==> src/sv/vtd_pkg.sv <==
// ----------------------------------------------------------------------------
// vtd_pkg
// Shared types and constants of the vertex twist deformer: phase scaling,
// CORDIC gain and arctangent table, and the beat that rides the cell chain.
// ----------------------------------------------------------------------------
package vtd_pkg;

   localparam int CORDIC_STAGES = 16;
   localparam int ATAN_ENTRIES  = 24;

   // round(2^22 / (2*pi)): Q.26 radians to 2^-32 turn after a 16-bit shift
   localparam logic signed [20:0] PHASE_SCALE = 21'sd667544;
   localparam logic signed [52:0] PHASE_ROUND = 53'sd32768;
   localparam logic        [31:0] QUAD_OFFSET = 32'h2000_0000;

   // inverse CORDIC gain, Q2.30
   localparam logic signed [31:0] CORDIC_K    = 32'sh26DD3B6A;
   localparam logic signed [48:0] ROT_ROUND   = 49'sd536870912;
   localparam int                 ROT_SHIFT   = 30;

   typedef logic signed [15:0] coord_type;
   typedef logic signed [31:0] q30_type;

   typedef enum logic [1:0] {
      QUAD_0 = 2'd0,
      QUAD_1 = 2'd1,
      QUAD_2 = 2'd2,
      QUAD_3 = 2'd3
   } quad_type;

   typedef struct packed {
      q30_type   x;
      q30_type   y;
      q30_type   z;
      quad_type  quad;
      coord_type px;
      coord_type py;
      coord_type pz;
      coord_type nx;
      coord_type ny;
      coord_type nz;
   } beat_type;

   // arctangent of 2^-i in 2^-32 turn units
   localparam q30_type ATAN_TURNS [ATAN_ENTRIES] = '{
      32'sh20000000, 32'sh12E4051D, 32'sh09FB385B, 32'sh051111D4,
      32'sh028B0D43, 32'sh0145D7E1, 32'sh00A2F61E, 32'sh00517C55,
      32'sh0028BE53, 32'sh00145F2E, 32'sh000A2F98, 32'sh000517CC,
      32'sh00028BE6, 32'sh000145F3, 32'sh0000A2F9, 32'sh0000517C,
      32'sh000028BE, 32'sh0000145F, 32'sh00000A2F, 32'sh00000517,
      32'sh0000028B, 32'sh00000145, 32'sh000000A2, 32'sh00000051
   };

endpackage

==> src/sv/vtd_front.sv <==
// ----------------------------------------------------------------------------
// vtd_front
// Angle front end: z times rate, scale to a 32-bit phase, fold by quadrant
// and load the CORDIC start vector. Three registered stages.
// ----------------------------------------------------------------------------
module vtd_front (
   input  logic                clock,
   input  logic                reset,
   input  vtd_pkg::coord_type  rate,
   input  logic                in_valid,
   output logic                in_stall,
   input  vtd_pkg::coord_type  in_pos_x,
   input  vtd_pkg::coord_type  in_pos_y,
   input  vtd_pkg::coord_type  in_pos_z,
   input  vtd_pkg::coord_type  in_norm_x,
   input  vtd_pkg::coord_type  in_norm_y,
   input  vtd_pkg::coord_type  in_norm_z,
   output logic                out_valid,
   output vtd_pkg::beat_type   out_beat,
   input  logic                out_stall
);

   logic                v1_ff, v2_ff, v3_ff;
   logic                en1, en2, en3;
   vtd_pkg::beat_type   b1_ff, b1_in, b2_ff, b3_ff, b3_in;
   logic signed [31:0]  prod_ff, prod_in;
   logic        [31:0]  phase_ff, phase_in;
   logic signed [52:0]  scaled_w;
   logic        [31:0]  offset_w;
   logic        [31:0]  resid_w;
   logic        [1:0]   quad_w;

   assign en3      = !v3_ff || !out_stall;
   assign en2      = !v2_ff || en3;
   assign en1      = !v1_ff || en2;
   assign in_stall = !en1;

   always_comb begin
      b1_in      = '0;
      b1_in.quad = vtd_pkg::QUAD_0;
      b1_in.px   = in_pos_x;
      b1_in.py   = in_pos_y;
      b1_in.pz   = in_pos_z;
      b1_in.nx   = in_norm_x;
      b1_in.ny   = in_norm_y;
      b1_in.nz   = in_norm_z;
   end

   assign prod_in  = 32'(in_pos_z) * 32'(rate);
   assign scaled_w = 53'(prod_ff) * 53'(vtd_pkg::PHASE_SCALE) + vtd_pkg::PHASE_ROUND;
   assign phase_in = scaled_w[47:16];

   assign offset_w = phase_ff + vtd_pkg::QUAD_OFFSET;
   assign quad_w   = offset_w[31:30];
   assign resid_w  = phase_ff - {quad_w, 30'd0};

   always_comb begin
      b3_in      = b2_ff;
      b3_in.x    = vtd_pkg::CORDIC_K;
      b3_in.y    = '0;
      b3_in.z    = $signed(resid_w);
      b3_in.quad = vtd_pkg::quad_type'(quad_w);
   end

   always_ff @(posedge clock) begin
      if (reset) begin
         v1_ff <= 1'b0;
         v2_ff <= 1'b0;
         v3_ff <= 1'b0;
      end else begin
         if (en1) v1_ff <= in_valid;
         if (en2) v2_ff <= v1_ff;
         if (en3) v3_ff <= v2_ff;
      end
   end

   always_ff @(posedge clock) begin
      if (en1 && in_valid) begin
         b1_ff   <= b1_in;
         prod_ff <= prod_in;
      end
      if (en2 && v1_ff) begin
         b2_ff    <= b1_ff;
         phase_ff <= phase_in;
      end
      if (en3 && v2_ff) begin
         b3_ff <= b3_in;
      end
   end

   assign out_valid = v3_ff;
   assign out_beat  = b3_ff;

endmodule

==> config.mk <==
export PLATFORM = sky130hd
export DESIGN_NAME = vtd_front
export DESIGN_NICKNAME = d
export VERILOG_FILES = /design/src/sv/vtd_pkg.sv /design/src/sv/vtd_front.sv
export SDC_FILE = /design/constraint.sdc
export NUM_CORES = 2
export LEC_CHECK = 0
export BUFFER_PORTS_ARGS = -buffer_cell sky130_fd_sc_hd__buf_2
export CORE_MARGIN = 1.5
export CORE_UTILIZATION = 44
export CTS_BUF_LIST = sky130_fd_sc_hd__clkbuf_8
export CTS_CLUSTER_DIAMETER = 30
export CTS_CLUSTER_SIZE = 16
export DETAILED_ROUTE_END_ITERATION = 16
export PLACE_DENSITY = 0.74
export SETUP_SLACK_MARGIN = 0.3
export SLEW_MARGIN = 25
export SYNTH_ARGS = -nofsm -noshare
export SYNTH_HDL_FRONTEND = slang
export SYNTH_SLANG_ARGS = --single-unit
==> constraint.sdc <==
create_clock -name clock -period 23.8 [get_ports clock]
set_input_delay 4.76 -clock clock [delete_from_list [all_inputs] [get_ports clock]]
set_output_delay 4.76 -clock clock [all_outputs]
set_load 0.05 [all_outputs]
==> impl_metrics.tcl <==
set metrics [dict create \
    routabilityCongestion 0.895 \
    critical_path.top_delay_family "simple AND/OR/NAND/NOR gates" \
    holdCritPathClass "flop to flop" \
    crit_path_cell_trace "buf_2, and3_1, and2_1, buf_2" \
    grt_use_met2_pct 29.1 \
    timing.final.max_slew_violations 0 \
    final_cells 4047 \
    max_stage_delay_ns 0.29 \
    clkTransAtPathRegs_ns 0.05 \
    worst_setup_path_start_kind "input port" \
    initial_utilization_pct 44.4 \
    main_combinational_cell_family_by_area_after_synthesis "adder cells" \
    yosys.area_share.adder_pct 39.8 \
    yosysWarnings 0 \
    grt_antenna_before_repair 1 \
    setup_total_negative_slack_ns 0 \
    yosys-mux-area-fraction_pct 0.217 \
    areaGrowthSynthToFinish_pct 11.7 \
    routed_wirelength_normalized_by_instance_count_um 15.9 \
    largest_driver_fanout_on_the_critical_path 3 \
    synth-edff-count 386 \
    nFillCells 6510 \
    globalRoute.totalOverflow 0 \
    vias_per_cell 4.72 \
    totalWireLength_mm 64.5 \
    top_usage_layer "met2" \
    mappedNetlistArea_mm2 0.0329 \
    outcome "complete, no violations" \
    syn-mean-instance-area_um2 12.0 \
    synth_seq_cells 389 \
    die-area_mm2 0.0765 \
    worst_pin_slew_ns 1.04 \
    design.core.area_mm2 0.0742 \
    cpMostUsedCell "sky130_fd_sc_hd__buf_2" \
    clkSinkCount 389 \
    clk-insertion-delay-late_ns 0.67 \
    pin_count_of_the_biggest_net_entering_global_routing 131 \
    die_h_um 277 \
    part_of_the_cycle_the_worst_path_needs_pct 43.8 \
    utilization_pct 49.6 \
    setup-violations-final 0 \
    grt_setup_unrepaired "no" \
    layout_min_cycle_time_ns 10.42 \
    critical_path_buf_inv_count 2 \
    detail_route.first_pass.iterations 5 \
    via_count 19118 \
    synth_flop_cell "sky130_fd_sc_hd__edfxtp_1" \
    cts_post_setup_buffers_inserted 0 \
    synth_xor_xnor_area_share_pct 2.85 \
    top_level_ports 312 \
    critPathKind "input port to primary output" \
    number_of_distinct_library_cells_after_synthesis 75 \
    crit_arrival_ns 5.66 \
    ant_nets 0 \
    first_pass_grt_wire_length_mm 106 \
    cts_hold_buf 0 \
    synth-async-reset-ratio_pct 0 \
    achievable-frequency_mhz 95.9 \
    layout.cells.most_common_list "sky130_fd_sc_hd__inv_1, sky130_fd_sc_hd__fa_1, sky130_fd_sc_hd__edfxtp_1" \
    cts_tree "done" \
    gr-usage-all-layers_pct 17.2 \
    cts-root-buf "sky130_fd_sc_hd__clkbuf_8" \
    cp_slowest_cell "sky130_fd_sc_hd__buf_2" \
    synth_compound_gate_area_share_pct 4.26 \
    cap_viol_max_count 0 \
    final-hold-violation-count 0 \
    critical_path_data_required_time_ns 19.04 \
    dp.final_hpwl_mm 52.0 \
    postSynthCellCount 2738 \
    ctsResizeCount 0 \
    cts_max_level 3 \
    grt_util_met1_pct 23.1 \
    io_buffers 247 \
    max-clock-path-buffers 3 \
    clock-skew-final_ns 0.0390 \
    yosys.area_share.simple_pct 7.66 \
    first_iter_violations 968 \
    max_slew_margin_pct 30.5 \
    timing.critical_path.to_type "primary output" \
    ys_seq_area_share_pct 35.4 \
    post_route_cells_drive_above_1_share_pct 13.7 \
    grt_use_met3_pct 3.05 \
    floorplan.die.width_um 277 \
    tritoncts.num_buffers 79 \
    drt_drc_violations_left 0 \
    rows 100 \
    vias_in_the_first_global_route 20350 \
    mostFrequentLayoutCell "sky130_fd_sc_hd__inv_1" \
    layout.nets 3878 \
    placedCellCount 3899 \
]
==> area by class of cell <==
cell class | count | area (um^2) | share of cell area (%)
Multi-Input combinational cell | 1622 | 18300 | 49.8
Sequential cell | 389 | 11700 | 31.7
Inverter | 665 | 2500 | 6.79
Timing Repair Buffer | 254 | 1300 | 3.54
Tap cell | 969 | 1210 | 3.30
Clock buffer | 80 | 1100 | 2.99
Clock inverter | 67 | 688 | 1.87
Antenna cell | 1 | 2.50 | 0.00681
==> synthesized netlist by cell type, types with 9 or more instances <==
cell type | instances | area (um^2)
sky130_fd_sc_hd__and3_1 | 15 | 93.8
sky130_fd_sc_hd__edfxtp_1 | 386 | 11600
sky130_fd_sc_hd__ha_1 | 256 | 3200
sky130_fd_sc_hd__nor2b_1 | 9 | 56.3
sky130_fd_sc_hd__or2_2 | 10 | 62.6
sky130_fd_sc_hd__o21ai_0 | 28 | 140
sky130_fd_sc_hd__nor3_1 | 13 | 65.1
sky130_fd_sc_hd__xor2_1 | 33 | 289
sky130_fd_sc_hd__a31oi_1 | 10 | 62.6
sky130_fd_sc_hd__o31ai_1 | 9 | 67.6
sky130_fd_sc_hd__a21oi_1 | 57 | 285
sky130_fd_sc_hd__clkbuf_1 | 48 | 180
sky130_fd_sc_hd__nand4_1 | 12 | 75.1
sky130_fd_sc_hd__a21o_1 | 30 | 225
sky130_fd_sc_hd__nand2_1 | 182 | 683
sky130_fd_sc_hd__nand2b_1 | 26 | 163
sky130_fd_sc_hd__nand3_1 | 25 | 125
sky130_fd_sc_hd__o21bai_1 | 10 | 75.1
sky130_fd_sc_hd__buf_4 | 64 | 480
sky130_fd_sc_hd__buf_2 | 10 | 50.1
sky130_fd_sc_hd__inv_1 | 665 | 2500
sky130_fd_sc_hd__and2_1 | 114 | 713
sky130_fd_sc_hd__fa_1 | 495 | 9910
sky130_fd_sc_hd__xnor2_1 | 74 | 648
sky130_fd_sc_hd__nor2_1 | 54 | 203
==> sequential cells by signal, summed over array words and instances, names as in the netlist <==
name and flops:
b1_ff 96, b2_ff 96, out_beat 130, out_valid 1, phase_ff 32, prod_ff 32, v1_ff 1, v2_ff 1
==> per-layer routing <==
metal | wire length, um | vias up | part of all wire (%)
met5 | 0 | - | 0
met4 | 947 | 0 | 1.5
met3 | 3440 | 79 | 5.3
met2 | 31500 | 474 | 49
met1 | 28600 | 9485 | 44
li1 | - | 9080 | -
==> per-stage QoR <==
stage | setup slack (ns) | cell area, um^2 | hold WS (ns)
after floorplan | 8.83 | 33200 | 0.400
after global placement | 12.90 | 35000 | 0.400
after detailed placement | 12.76 | 35000 | 0.405
after CTS | 13.38 | 36800 | 0.405
after global routing | 13.10 | 36800 | 0.415
final | 13.38 | 36800 | 0.402
==> worst paths after layout <==
check | slack, ns | end | depth (start not counted) | from
setup / recovery | 13.38 | in_stall | 4 | out_stall
hold / removal | 0.40 | out_beat[50]$_DFFE_PP_ | 0 | b2_ff[50]$_DFFE_PP_
setup reg to reg | 15.67 | phase_ff[28]$_DFFE_PP_ | 22 | prod_ff[8]$_DFFE_PP_
hold reg to reg | 0.40 | out_beat[50]$_DFFE_PP_ | 0 | b2_ff[50]$_DFFE_PP_
==> logic make-up after synthesis <==
group,Yosys count
other cells,2
buf+inv,789
simple gates,493
flops,389
mux,7
xor+xnor,107
fa+ha+maj,751
compound gates,200
Power is left out: the tool's default activity adds up to more than one toggle a clock period on the data nets, which glitch-free logic cannot reach.
